## src/hdl/msps_pkg.sv

```systemverilog
// shared types, action codes, coil sequence tables and reset values
// for the stepper phase sequencer; no dependencies
`default_nettype none

package msps_pkg;

  // default build values
  localparam int unsigned NUM_MOTORS_DEF = 4;
  localparam int unsigned SEQ_LEN_DEF    = 4;

  // field widths
  localparam int unsigned ACT_W    = 4;
  localparam int unsigned MOTOR_W  = 2;
  localparam int unsigned POS_W    = 16;
  localparam int unsigned PHASE_W  = 3;
  localparam int unsigned COIL_W   = 4;
  localparam int unsigned CHOP_W   = 7;
  localparam int unsigned WORD_W   = 16;
  localparam int unsigned CFG_IDX_W = 3;

  // action codes
  typedef enum logic [ACT_W-1:0] {
    ACT_TICK     = 4'd0,
    ACT_STEP_UP  = 4'd1,
    ACT_STEP_DN  = 4'd2,
    ACT_FREE_UP  = 4'd3,
    ACT_FREE_DN  = 4'd4,
    ACT_STOP_ONE = 4'd5,
    ACT_STOP_ALL = 4'd6,
    ACT_SET_POS  = 4'd7,
    ACT_READ     = 4'd8
  } action_e;

  // one-phase-on and half-step coil tables
  localparam logic [COIL_W-1:0] FULL_SEQ [4] = '{4'h1, 4'h4, 4'h2, 4'h8};
  localparam logic [COIL_W-1:0] HALF_SEQ [8] =
    '{4'h1, 4'h5, 4'h4, 4'h6, 4'h2, 4'hA, 4'h8, 4'h9};

  // chop reload values after reset, one per motor
  localparam logic [CHOP_W-1:0] RELOAD_RST [4] = '{7'd4, 7'd4, 7'd3, 7'd0};

  // command from the top level to one motor
  typedef struct packed {
    logic                    fire;
    action_e                 action;
    logic                    sel;
    logic [POS_W-1:0]        new_pos;
    logic [CHOP_W-1:0]       reload;
  } motor_cmd_t;

  // status from one motor: tick nibble and next position and phase
  typedef struct packed {
    logic [COIL_W-1:0]  nibble;
    logic [POS_W-1:0]   pos;
    logic [PHASE_W-1:0] phase;
  } motor_stat_t;

  // coil pattern for a phase index
  function automatic logic [COIL_W-1:0] pattern_for(logic [PHASE_W-1:0] idx,
                                                    int unsigned seq_len);
    logic [COIL_W-1:0] pat;
    if (seq_len == 8) begin
      pat = HALF_SEQ[idx];
    end else begin
      pat = FULL_SEQ[idx[1:0]];
    end
    return pat;
  endfunction

endpackage

`default_nettype wire

```

## src/hdl/msps_motor.sv

```systemverilog
// state of one stepper motor: phase index, held pattern, position, chop count
// depends on msps_pkg
`default_nettype none

module msps_motor #(
  parameter int unsigned SEQ_LEN = msps_pkg::SEQ_LEN_DEF
) (
  input  wire                    clk_i,
  input  wire                    rst_ni,
  input  msps_pkg::motor_cmd_t   cmd_i,
  output msps_pkg::motor_stat_t  stat_o
);

  localparam logic [msps_pkg::PHASE_W:0] SeqLenW = (msps_pkg::PHASE_W+1)'(SEQ_LEN);
  localparam logic [msps_pkg::PHASE_W-1:0] LastPh = msps_pkg::PHASE_W'(SEQ_LEN - 1);

  logic [msps_pkg::PHASE_W-1:0] phase_q, phase_d;
  logic [msps_pkg::COIL_W-1:0]  held_q, held_d;
  logic [msps_pkg::POS_W-1:0]   pos_q, pos_d;
  logic [msps_pkg::CHOP_W-1:0]  count_q, count_d;
  logic [msps_pkg::PHASE_W:0]   phase_inc;
  logic                         up;

  assign phase_inc = {1'b0, phase_q} + 1'b1;

  // next state for one command
  always_comb begin
    phase_d = phase_q;
    held_d  = held_q;
    pos_d   = pos_q;
    count_d = count_q;
    up      = (cmd_i.action == msps_pkg::ACT_STEP_UP) ||
              (cmd_i.action == msps_pkg::ACT_FREE_UP);
    case (cmd_i.action) inside
      msps_pkg::ACT_TICK: begin
        if (count_q == '0) begin
          count_d = cmd_i.reload;
        end else begin
          count_d = count_q - 1'b1;
        end
      end
      msps_pkg::ACT_STEP_UP, msps_pkg::ACT_STEP_DN,
      msps_pkg::ACT_FREE_UP, msps_pkg::ACT_FREE_DN: begin
        if (cmd_i.sel) begin
          if (up) begin
            phase_d = (phase_inc >= SeqLenW) ? '0 : phase_inc[msps_pkg::PHASE_W-1:0];
          end else if (phase_q == '0 || {1'b0, phase_q} >= SeqLenW) begin
            phase_d = LastPh;
          end else begin
            phase_d = phase_q - 1'b1;
          end
          held_d = msps_pkg::pattern_for(phase_d, SEQ_LEN);
          if (cmd_i.action == msps_pkg::ACT_STEP_UP) begin
            pos_d = pos_q + 1'b1;
          end else if (cmd_i.action == msps_pkg::ACT_STEP_DN) begin
            pos_d = pos_q - 1'b1;
          end
        end
      end
      msps_pkg::ACT_STOP_ONE: begin
        if (cmd_i.sel) begin
          held_d = '0;
        end
      end
      msps_pkg::ACT_STOP_ALL: begin
        held_d = '0;
      end
      msps_pkg::ACT_SET_POS: begin
        if (cmd_i.sel) begin
          pos_d = cmd_i.new_pos;
        end
      end
      default: begin
      end
    endcase
  end

  // state registers
  always_ff @(posedge clk_i or negedge rst_ni) begin
    if (!rst_ni) begin
      phase_q <= '0;
      held_q  <= '0;
      pos_q   <= '0;
      count_q <= '0;
    end else if (cmd_i.fire) begin
      phase_q <= phase_d;
      held_q  <= held_d;
      pos_q   <= pos_d;
      count_q <= count_d;
    end
  end

  // coils driven on a tick only when the countdown is at zero
  assign stat_o.nibble = (count_q == '0) ? held_q : '0;
  assign stat_o.pos    = pos_d;
  assign stat_o.phase  = phase_d;

endmodule

`default_nettype wire

```

## src/hdl/multi_stepper_phase_sequencer.sv

```systemverilog
// Stepper phase sequencer for up to four motors, coil word in nibbles.
// Input register, then result register; one item per cycle while the output
// accepts, set by the single read-modify-write of the motor state between
// the two registers; a stalled output holds both registers.
// Reset: all motor state and the coil word clear, chop reloads go to 4,4,3,0.
// depends on msps_pkg and msps_motor
`default_nettype none

module multi_stepper_phase_sequencer #(
  parameter int unsigned NUM_MOTORS = msps_pkg::NUM_MOTORS_DEF,
  parameter int unsigned SEQ_LEN    = msps_pkg::SEQ_LEN_DEF
) (
  input  wire         clk_i,
  input  wire         rst_ni,
  // configuration write channel
  input  wire         cfg_valid_i,
  output logic        cfg_ready_o,
  input  wire  [2:0]  cfg_index_i,
  input  wire  [6:0]  cfg_data_i,
  // input items
  input  wire         s_axis_tvalid,
  output logic        s_axis_tready,
  input  wire  [15:0] s_axis_tdata,   // new_position[15:0]
  input  wire  [5:0]  s_axis_tuser,   // action[3:0], motor[5:4]
  // result items
  output logic        m_axis_tvalid,
  input  wire         m_axis_tready,
  output logic [39:0] m_axis_tdata    // coil_drive[15:0], position[31:16],
                                      // phase_index[34:32], zero[39:35]
);

  localparam int unsigned PW = msps_pkg::PHASE_W;

  // input register
  logic                          in_valid_q;
  msps_pkg::action_e             in_action_q;
  logic [msps_pkg::MOTOR_W-1:0]  in_motor_q;
  logic [msps_pkg::POS_W-1:0]    in_pos_q;

  // result register
  logic                          out_valid_q;
  logic [msps_pkg::WORD_W-1:0]   out_coil_q;
  logic [msps_pkg::POS_W-1:0]    out_pos_q, out_pos_d;
  logic [PW-1:0]                 out_phase_q, out_phase_d;

  logic [msps_pkg::WORD_W-1:0]   coil_latch_q, coil_latch_d;
  logic [msps_pkg::CHOP_W-1:0]   reload_q [NUM_MOTORS];

  logic                          advance, fire, present, s_take;
  msps_pkg::motor_stat_t         stat [NUM_MOTORS];

  assign cfg_ready_o   = 1'b1;
  assign advance       = !out_valid_q || m_axis_tready;
  assign fire          = in_valid_q && advance;
  assign s_axis_tready = !in_valid_q || advance;
  assign s_take        = s_axis_tvalid && s_axis_tready;
  assign present       = {30'd0, in_motor_q} < NUM_MOTORS;

  // chop reload registers
  for (genvar g = 0; g < NUM_MOTORS; g++) begin : g_reload
    always_ff @(posedge clk_i or negedge rst_ni) begin
      if (!rst_ni) begin
        reload_q[g] <= msps_pkg::RELOAD_RST[g];
      end else if (cfg_valid_i && cfg_index_i == msps_pkg::CFG_IDX_W'(g)) begin
        reload_q[g] <= cfg_data_i;
      end
    end
  end

  // per-motor state
  for (genvar g = 0; g < NUM_MOTORS; g++) begin : g_motor
    msps_pkg::motor_cmd_t cmd;
    assign cmd.fire    = fire;
    assign cmd.action  = in_action_q;
    assign cmd.sel     = (in_motor_q == msps_pkg::MOTOR_W'(g));
    assign cmd.new_pos = in_pos_q;
    assign cmd.reload  = reload_q[g];

    msps_motor #(
      .SEQ_LEN (SEQ_LEN)
    ) u_motor (
      .clk_i  (clk_i),
      .rst_ni (rst_ni),
      .cmd_i  (cmd),
      .stat_o (stat[g])
    );
  end

  // coil word and addressed motor readback
  always_comb begin
    coil_latch_d = coil_latch_q;
    out_pos_d    = '0;
    out_phase_d  = '0;
    if (in_action_q == msps_pkg::ACT_TICK) begin
      coil_latch_d = '0;
      for (int i = 0; i < NUM_MOTORS; i++) begin
        coil_latch_d[4*i +: 4] = stat[i].nibble;
      end
    end
    for (int i = 0; i < NUM_MOTORS; i++) begin
      if (in_motor_q == msps_pkg::MOTOR_W'(i)) begin
        out_pos_d   = stat[i].pos;
        out_phase_d = stat[i].phase;
      end
    end
  end

  // control registers
  always_ff @(posedge clk_i or negedge rst_ni) begin
    if (!rst_ni) begin
      in_valid_q   <= 1'b0;
      out_valid_q  <= 1'b0;
      coil_latch_q <= '0;
    end else begin
      if (s_take) begin
        in_valid_q <= 1'b1;
      end else if (fire) begin
        in_valid_q <= 1'b0;
      end
      if (advance) begin
        out_valid_q <= in_valid_q;
      end
      if (fire) begin
        coil_latch_q <= coil_latch_d;
      end
    end
  end

  // payload registers
  always_ff @(posedge clk_i) begin
    if (s_take) begin
      in_action_q <= msps_pkg::action_e'(s_axis_tuser[3:0]);
      in_motor_q  <= s_axis_tuser[5:4];
      in_pos_q    <= s_axis_tdata;
    end
    if (fire) begin
      out_coil_q  <= coil_latch_d;
      out_pos_q   <= out_pos_d;
      out_phase_q <= out_phase_d;
    end
  end

  assign m_axis_tvalid = out_valid_q;
  assign m_axis_tdata  = {5'd0, out_phase_q, out_pos_q, out_coil_q};

  // coil word only changes on a tick
  a_coil_tick_only : assert property (@(posedge clk_i) disable iff (!rst_ni)
    (!fire || in_action_q != msps_pkg::ACT_TICK) |=> $stable(coil_latch_q))
    else $error("coil word changed without a tick");

  // a held item stays in the input register
  a_in_hold : assert property (@(posedge clk_i) disable iff (!rst_ni)
    (in_valid_q && !advance) |=> in_valid_q)
    else $error("input item dropped while stalled");

  // an absent motor reads back as zero
  a_absent_zero : assert property (@(posedge clk_i) disable iff (!rst_ni)
    (fire && !present) |=> (out_pos_q == '0 && out_phase_q == '0))
    else $error("absent motor readback not zero");

endmodule

`default_nettype wire
```

## config.mk

```make
export PLATFORM = sky130hd
export DESIGN_NAME = multi_stepper_phase_sequencer
export DESIGN_NICKNAME = d
export VERILOG_FILES = /design/src/hdl/msps_pkg.sv /design/src/hdl/msps_motor.sv /design/src/hdl/multi_stepper_phase_sequencer.sv
export SDC_FILE = /design/constraint.sdc
export NUM_CORES = 1
export LEC_CHECK = 0
export ABC_AREA = 1
export BUFFER_PORTS_ARGS = -buffer_cell sky130_fd_sc_hd__buf_2
export CAP_MARGIN = 20
export CELL_PAD_IN_SITES_DETAIL_PLACEMENT = 1
export CELL_PAD_IN_SITES_GLOBAL_PLACEMENT = 1
export CORE_AREA = 10 10 171 188
export DETAILED_ROUTE_END_ITERATION = 10
export DIE_AREA = 0 0 181 198
export PLACE_DENSITY_LB_ADDON = 0.2
export SLEW_MARGIN = 20
export SYNTH_ARGS = -nofsm -noshare
export SYNTH_HDL_FRONTEND = slang
export SYNTH_SLANG_ARGS = --single-unit
```

## constraint.sdc

```tcl
create_clock -name clk_i -period 3.9 [get_ports clk_i]
set_clock_uncertainty 0.15 [all_clocks]
set_input_delay 0 -clock clk_i [delete_from_list [all_inputs] [get_ports clk_i]]
set_output_delay 0 -clock clk_i [all_outputs]
set_load 0.1 [all_outputs]
```

Word level (Yosys, flattened, before mapping):

Index checks and enable logic that the tools add are counted.

* add/subtract/negate cells: 20
* magnitude comparators: 12
* eq/ne operators: 21
* multiplexer cells: 120
* bitwise gates (word level): 5
* reduce and logical (&&, ||, !) cells: 34

Operators with widths (count)
* $mux 16: 41
* $mux 3: 40
* $mux 4: 29
* $add 16x1->16 const B: 4
* $sub 16x1->16 const B: 4
* $bmux 4 s2: 4
* $logic_not 7->1: 4
* $mux 7: 4
* $sub 7x1->7 const B: 4
* $ge 3x3->1 const B: 8
* $reduce_and 5->1: 4
* $add 3x1->4 const B: 4
* $eq 4x3->1 const B: 4
* $ge 4x3->1 const B: 4
* $ne 2x2->1 const B: 8
* $logic_not 3->1: 5
* $not 2->3: 4
* $sub 3x1->3 const B: 4
* $eq 4x2->1 const B: 2
* $logic_or 1x1->1: 7
* $eq 3x2->1 const B: 2
* $logic_and 1x1->1: 6
* $eq 2x2->1 const B: 2
* $eq 4x1->1 const B: 1
* 11 further kinds: 13

* bits in registers: 223
* output and inout port bits: 43

Logic depth before layout (Yosys ltp):

Gate-level depths: netlist of the first run.

* word-level depth: 14
* depth in mapped cells: 16
* mapped depth without buffers: 16

Hierarchy:

Synthesis of the first run repeated with hierarchy kept, for this count alone.

* cells, all modules: 2128
* area, all modules: 14767.9 µm²

Modules (own cells, without submodules)
* msps_motor (g_motor[0].u_motor ...): times used 2, cells an instance 430, area an instance 2617.5 µm²
* multi_stepper_phase_sequencer: times used 1, cells an instance 441, area an instance 4396.7 µm²
* msps_motor (g_motor[1].u_motor): times used 1, cells an instance 418, area an instance 2623.8 µm²
* msps_motor (g_motor[3].u_motor): times used 1, cells an instance 409, area an instance 2512.4 µm²

Worst setup path before layout of the first run:

No wires, ideal clock.

* path kind: register -> register
* from: reg out_valid_q, in the netlist m_axis_tvalid
* to: reg out_coil_q[0] in the netlist's numbering, enable pin
* library setup time: 411 ps
* data arrival time: 2676 ps
* path slack: 663 ps
* cell stages (with the launch flop): 7
* buffers on the path: 3
* period minus slack after synthesis: 3237 ps
* cell sequence: dfrtp_1 -> nand2_1 -> nand2_1 -> inv_1 -> buf_2 -> buf_2 -> clkbuf_1

* longest elaborated chain between the ends: 3

RTL lines
* from (decl): line multi_stepper_phase_sequencer.sv:41 `logic out_valid_q;`
* from (signal assigned): line multi_stepper_phase_sequencer.sv:121 `out_valid_q <= in_valid_q;`
* $logic_not 1->1: line multi_stepper_phase_sequencer.sv:53 `assign advance = !out_valid_q || m_axis_tready;`
* $logic_or 1x1->1: line multi_stepper_phase_sequencer.sv:53
* $logic_and 1x1->1: line multi_stepper_phase_sequencer.sv:54 `assign fire = in_valid_q && advance;`
* via fire: line multi_stepper_phase_sequencer.sv:49 `logic advance, fire, present, s_take;`
* to (signal assigned): line multi_stepper_phase_sequencer.sv:137 `out_coil_q <= coil_latch_d;`
* to (decl): line multi_stepper_phase_sequencer.sv:42 `logic [msps_pkg::WORD_W-1:0] out_coil_q;`

The timed path passes the listed nets, and every way through them passes these cells.
A chain may end at the register's enable or synchronous reset.

Worst setup path after layout of the first run:

* from: reg in_motor_q[0] in the netlist's numbering
* to: reg out_pos_q[5] in the netlist's numbering, data pin

* longest elaborated chain between the ends: 11

RTL lines
* from (decl): line multi_stepper_phase_sequencer.sv:37 `logic [msps_pkg::MOTOR_W-1:0] in_motor_q;`
* from (signal assigned): line multi_stepper_phase_sequencer.sv:133 `in_motor_q <= s_axis_tuser[5:4];`
* $logic_not 2->1: line multi_stepper_phase_sequencer.sv:75, multi_stepper_phase_sequencer.sv:101
* $mux 16: line msps_motor.sv:69 `if (cmd_i.sel) begin`
* $mux 16 (5 in series): line msps_motor.sv:34 `case (cmd_i.action) inside`
* $mux 16 (3 in series): line multi_stepper_phase_sequencer.sv:101 `if (in_motor_q == msps_pkg::MOTOR_W'(i)) begin`
* $mux 16 *: line multi_stepper_phase_sequencer.sv:101
* via out_pos_d (one bit): line multi_stepper_phase_sequencer.sv:43 `logic [msps_pkg::POS_W-1:0] out_pos_q, out_pos_d;`
* to (signal assigned): line multi_stepper_phase_sequencer.sv:138 `out_pos_q <= out_pos_d;`
* to (decl): line multi_stepper_phase_sequencer.sv:43

Mark *: on every way through the listed nets, which the timed path passes. The rest lies on a longest branch.

==> results of run 1 <==
[state kept, by name, indices dropped and copies added (netlist names), 4 cells and up]
| register | count |
|---|---|
| g_motor.u_motor.pos_q | 64 |
| g_motor.cmd | 28 |
| g_motor.u_motor.count_q | 28 |
| coil_latch_q | 16 |
| g_motor.u_motor.held_q | 16 |
| in_pos_q | 16 |
| out_coil_q | 16 |
| out_pos_q | 16 |
| g_motor.u_motor.phase_q | 12 |
| in_action_q | 4 |
[cell type report]
cell class | instances | area, um2
Timing Repair Buffer | 139 | 999.7
Multi-Input combinational cell | 1346 | 6579
Tap cell | 368 | 460.4
Clock inverter | 16 | 198.9
Inverter | 212 | 798.3
Sequential cell | 223 | 5871
Fill cell | 3645 | 12760
Clock buffer | 32 | 714.4
[logic make-up (layout without fill, tap and decap cells)]
logic type	Yosys count	count (layout)	synth area share (%)
other	2	6	0.05509
AO/OA/AOI/OAI	475	475	18.68
flip-flops	223	223	43.06
buffers and inverters	299	399	8.921
adder cells (fa/ha/maj)	24	24	2.203
XOR/XNOR	12	12	0.7709
AND/OR/NAND/NOR	829	829	26.31
[power groups by stage]
stage	sequential (mW)	combinational, mW	clock [mW]
6_report	3.91	4.76	2.63
5_1_grt	4.01	5.36	2.78
4_1_cts	3.90	4.75	2.68
3_5_place_dp	3.93	4.65	0
3_3_place_gp	3.89	4.45	0
2_1_floorplan	4.38	2.98	0
[cells in the final DEF, fill, tap and decap left out, types with 3 or more instances in the layout]
master,netlist,routed
edfxtp_1,57,57
a31oi_1,8,8
ha_1,24,24
clkbuf_1,39,3
dfrtp_1,162,162
o21ai_1,41,41
nor3_1,17,17
clkbuf_16,0,27
xnor2_1,8,8
o31ai_1,7,7
nand2_2,4,4
dfstp_2,4,4
inv_2,7,7
o22ai_1,33,33
bufinv_16,0,4
clkinv_2,0,6
o21ai_0,265,265
nand2_1,460,460
nor2_2,13,14
nor2_1,103,101
or2_2,4,4
nand4_1,38,38
o2111ai_1,3,3
o211ai_1,19,19
clkinv_4,0,3
dlygate4sd3_1,0,43
conb_1,2,6
buf_2,30,72
nand3_1,176,176
buf_4,11,21
a21oi_1,89,89
xor2_1,4,4
inv_1,203,202
nor2_4,7,8
[metal layers]
metal  wire [um]  share of wire [%]  track usage, %  vias to the layer above
met4        1277                2.8           7.808                        0
met5           0                  0               0                        -
met1       18960                 42           28.77                     6682
met3        1830                4.0           3.158                       92
met2       23550                 52           46.47                      279
li1            -                  -               -                     6434
[worst paths after layout]
check	end	slack, ns	depth (start not counted)
hold reg to reg	g_motor[3].cmd[3]	0.33	2
min in group clk_i	in_pos_q[1]	0.02	2
hold / removal	coil_latch_q[2]	-0.04	2
setup / recovery	out_pos_q[5]	0.92	10
max in group asynchronous	g_motor[2].u_motor.pos_q[3]	2.74	3
setup reg to reg	out_pos_q[5]	0.92	10
[through the flow]
step	setup WS, ns	hold WS [ns]	util (%)
final	0.9197	-0.03655	55.04
after global routing	0.7363	0.01729	55.04
after CTS	0.9712	0.0006801	55.04
after detailed placement	0.9824	0.01606	50.30
after global placement	1.030	0.008648	50.30
after floorplan	0.6633	-0.4456	-
[repair_timing]
action,4_1_cts,5_1_grt
hold buffers,43,0
hold endpoints to repair,147,0
setup endpoints to repair,0,0
buffers inserted,0,0
[critical path: cells and delay by family (launching register included)]
kind | cells | cell delay (ns)
buffers and inverters | 2 | 0.80
AO/OA/AOI/OAI | 3 | 0.69
AND/OR/NAND/NOR | 5 | 0.65
flip-flops | 1 | 0.44
==> impl_metrics.toml, run 1 <==
[status]
outcome = "finished, violations left"
violations = "negative hold slack"

[final_layout]
area_growth_pct = 14.58
final_cells = 2336
diodes = 0
final_area_mm2 = 0.01562
fin_nets = 2009
drive_gt1_share_pct = 9.705

[grt]
grt_use_total_pct = 24.83
grt_pass1_wl_um = 73820
grt_antenna_before_repair = 0
gr-total-overflow = 0
grt_pass1_vias = 14170
grt_max_degree = 98

[drt]
wl_um = 45620
ant_nets = 0
first_iter_violations = 873
vias = 13490
drc = 0
wl_per_cell_um = 19.53
vias_per_cell = 5.774
firstDrtPassIters = 5

[clock_tree]
postCtsResizedCells = 0
cts_root_buf = "clkbuf_16"
clock_sinks = 223
cts_tree = "built"
cts.htree.levels = 1
clkLatencyLatePin_ns = 0.54
clkTransAtPathRegs_ns = 0.06
cts_buffers = 26
clockBufferDepth = 3

[timing]
period_needed_ns = 2.980
fin_crit_sh_pct = 76.42
fmaxAchievable_mhz = 335.5
hold_viol = 13
slew_violations = 0
relSlewSlack_pct = 29.35
tns_ns = 0
rsz0062_at_grt = "no"
max_slew.worst_pin.slew_ns = 1.059
setup_viol = 0
fin_hold_ws_ns = -0.03655

[logic_synthesis]
ys_seq_area_share_pct = 43.06
synthTopCellsByCount = "nand2_1, o21ai_0, inv_1"
syn_area_mm2 = 0.01363
synth.area.top_cells = "dfrtp_1, nand2_1, edfxtp_1"
synth.largest_area_cell = "dfrtp_1"
synth-seq-cells = 223
synth_top_area_share_pct = 29.74
synth_edf_count = 57
yosysMostFrequentCell = "nand2_1"
synth_cells = 1864
synth.distinct_cells = 46
synth_flop_cell = "dfrtp_1"
synth-async-reset-ratio_pct = 74.44
syn-mean-instance-area_um2 = 7.314
yosys_warnings = 0

[power]
clkPwrFrac_pct = 23.3
total_power_mw = 11.31
p_leak_nw = 7.057
powerDensity_mw_per_mm2 = 723.9
seq_power_share_pct = 34.6
combPwrFrac_pct = 42.1
switching_power_mw = 5.139
ir_drop_mv = 0.4311
swShare_pct = 45.44
p_int_mw = 6.170

[job]
maxCapViolCount = 0

[die]
die_w_um = 181
rows = 65
core_area_mm2 = 0.02838
io_pins = 80
die_area_mm2 = 0.03584
start_util_pct = 48.03
die_height_um = 198

[worst_setup_path]
crit_start = "in_motor_q[0]"
critPathRequiredTime_ns = 4.02
worstPathCellList = "inv_1, nand2_1, inv_1, o21ai_0, a21oi_1, nand3_1, nand3_1, nand2_1, nand2_1, o2111ai_1"
cpPeakStageDelay_ns = 0.67
crit_type = "reg2reg"
crit_fanout = 14
worstPathArrival_ns = 3.10
critPathSlowestCell = "inv_1"
worstReg2RegStart = "in_motor_q[0]"
start_kind = "flip-flop"
cp_common_cell = "nand2_1"
end_kind = "flip-flop"

[placed_design]
placed_area_mm2 = 0.01428
dp_hpwl_um = 31360
place.gp.congestion = 0.8920
portBuffers = 73
place_inst = 2245

[min_path]
hold_path.class = "in2async"
(Power assumes the default switching activity.)
==> run 2, diff against run 1 <==
- ABC_AREA: 1 -> 0
- CORE_AREA: 10 10 171 188 -> 10 10 174 192
- DIE_AREA: 0 0 181 198 -> 0 0 184 202
- clock period: 3.9 -> 3.1 ns (I/O delays scaled with it)
==> impl_metrics.toml, run 2 <==
[status]
outcome = "finished, violations left"
violations = "negative setup slack"

[timing]
period_needed_ns = 3.118
max_slew.worst_pin.slew_ns = 0.8391
fin_crit_sh_pct = 100.6
fin_ws_ns = -0.01847
rsz0062_at_grt = "yes"
fmaxAchievable_mhz = 320.7
fin_hold_ws_ns = 0.01556
relSlewSlack_pct = 44.06
setup_viol = 1
slew_violations = 0
hold_viol = 0
tns_ns = -0.01847

[grt]
grt_max_degree = 60
grt_pass1_wl_um = 86660
grt_antenna_before_repair = 0
gr-total-overflow = 0
grt_pass1_vias = 14410
grt_use_total_pct = 29.71

[power]
combPwrFrac_pct = 34.5
swShare_pct = 40.26
ir_drop_mv = 0.5790
seq_power_share_pct = 38.0
p_int_mw = 7.254
switching_power_mw = 4.890
clkPwrFrac_pct = 27.5
powerDensity_mw_per_mm2 = 724.4
total_power_mw = 12.14
p_leak_nw = 6.987

[placed_design]
place_inst = 2062
dp_hpwl_um = 38810
portBuffers = 73
place.gp.congestion = 0.9693

[final_layout]
diodes = 0
largest_register_ffs = 64
area_growth_pct = 22.77
mostFrequentLayoutCell = "nand2_1"
final_cells = 2160
fin_nets = 1827
layout_common_cells = "nand2_1, dfrtp_1, o21ai_0"
top_register = "g_motor.u_motor.pos_q"
regArea_mm2 = 0.005872
drive_gt1_share_pct = 20.49
multiInputGateArea_mm2 = 0.007281
nFillCells = 3447

[logic_synthesis]
synth_edf_count = 57
synth_cells = 1583
synth.distinct_cells = 76
synth-seq-cells = 223
yosys_warnings = 0
synth_flop_cell = "dfrtp_1"
synthTopCellsByCount = "nand2_1, dfrtp_1, o21ai_0"
ys_seq_area_share_pct = 42.99
syn_area_mm2 = 0.01365
synth-async-reset-ratio_pct = 74.44
yosysMostFrequentCell = "nand2_1"
syn-mean-instance-area_um2 = 8.626
synth.largest_area_cell = "dfrtp_1"
synth_top_area_share_pct = 29.69
synth.area.top_cells = "dfrtp_1, edfxtp_1, nand2_1"

[clock_tree]
clkTransAtPathRegs_ns = 0.06
cts.htree.levels = 1
cts_root_buf = "clkbuf_16"
clkLatencyLatePin_ns = 0.55
cts_buffers = 27
clockBufferDepth = 3
cts_tree = "built"
clock_sinks = 223

[worst_setup_path]
worstPathArrival_ns = 3.35
start_kind = "flip-flop"
end_kind = "flip-flop"
crit_fanout = 38
r2r_slack_ns = -0.02
critPathRequiredTime_ns = 3.33
crit_type = "reg2reg"

[job]
maxCapViolCount = 0

[drt]
vias = 13860
first_iter_violations = 1127
vias_per_cell = 6.417
wl_um = 55890
ant_nets = 0
drc = 0
firstDrtPassIters = 5
wl_per_cell_um = 25.88

[die]
io_pins = 80
core_area_mm2 = 0.02940
die_area_mm2 = 0.03717
die_height_um = 202
rows = 66
die_w_um = 184
start_util_pct = 46.45

[min_path]
hold_path.class = "in2reg"
[run 2: cell types whose count changed in the layout (fill, tap and decap cells not counted), sizes merged, moves of 17 or more]
cell	before	now
a211oi	0	17
a21oi	92	114
a31oi	8	26
buf	96	221
inv	212	47
mux2	0	45
mux2i	0	20
nand2	465	214
nand3	177	58
nor3	19	41
nor4	0	20
o21ai	306	161
or3	0	23
[run 2: logic make-up after synthesis]
group           synth area share [%]
compound gates                 22.16
xor+xnor                      0.3849
fa+ha+maj                      2.199
buf+inv                        4.719
flops                          42.99
mux                            5.507
other cells                  0.05500
simple gates                   21.98
[run 2: critical path, cell delays in order (launching register included)]
cell	delay (ns)
edfxtp_1	0.43
buf_4	0.21
nor4b_4	0.33
buf_12	0.25
nand2_1	0.13
nor4_1	0.50
o21ai_1	0.27
mux2i_1	0.17
or3_1	0.33
a31oi_1	0.16
[run 2: what timing repair did]
item                                    CTS  global route
gates resized for setup                   1            22
endpoints found under the hold margin   179             0
endpoints found under the setup margin    1            14
hold buffers                             47             0
pin swaps                                 0             2
setup buffers                             0             2
[run 2: final cells by class]
cell class	instances	area share, %
timing repair buffer	267	12.20
clock inverter	11	0.6792
sequential	223	35.03
inverter	46	1.030
clock buffer	38	4.837
tap	374	2.791
multi-input combinational	1201	43.43
[run 2: stage by stage]
step,instance area [um2],util [%],worst slack (ns)
after floorplan,13670,-,0.1868
after global placement,15230,51.79,0.08047
after detailed placement,15230,51.79,0.0005882
after CTS,16640,56.62,0.02728
after global routing,16760,57.02,-0.009681
final,16760,57.02,-0.01847
[run 2: power groups by stage]
stage / clock (mW) / combinational (mW) / sequential, mW
finish: 3.34 / 4.19 / 4.62
global route: 3.51 / 4.56 / 4.72
CTS: 3.38 / 4.10 / 4.58
detailed placement: 0 / 3.96 / 4.62
global placement: 0 / 3.82 / 4.57
floorplan: 0 / 2.57 / 4.60
[run 2: routing by layer]
| layer | vias to the layer above | GRT usage (%) | routed length, um |
|---|---|---|---|
| li1 | 6215 | - | - |
| met1 | 6917 | 35.34 | 21470 |
| met2 | 566 | 50.56 | 27660 |
| met3 | 163 | 4.144 | 3533 |
| met4 | 0 | 16.37 | 3232 |
| met5 | - | 0 | 0 |
[run 2: final timing paths]
kind                                                   start                            to  cells after the start
worst max-delay path                          in_action_q[1]                 out_pos_q[15]                      9
worst min-delay path                        s_axis_tdata[11]                  in_pos_q[11]                      2
max in group asynchronous                             rst_ni             g_motor[2].cmd[1]                      4
min in group asynchronous                             rst_ni   g_motor[3].u_motor.pos_q[6]                      3
worst min register to register  g_motor[3].u_motor.held_q[1]  g_motor[3].u_motor.held_q[1]                      2
worst max register to register                in_action_q[1]                 out_pos_q[15]                      9
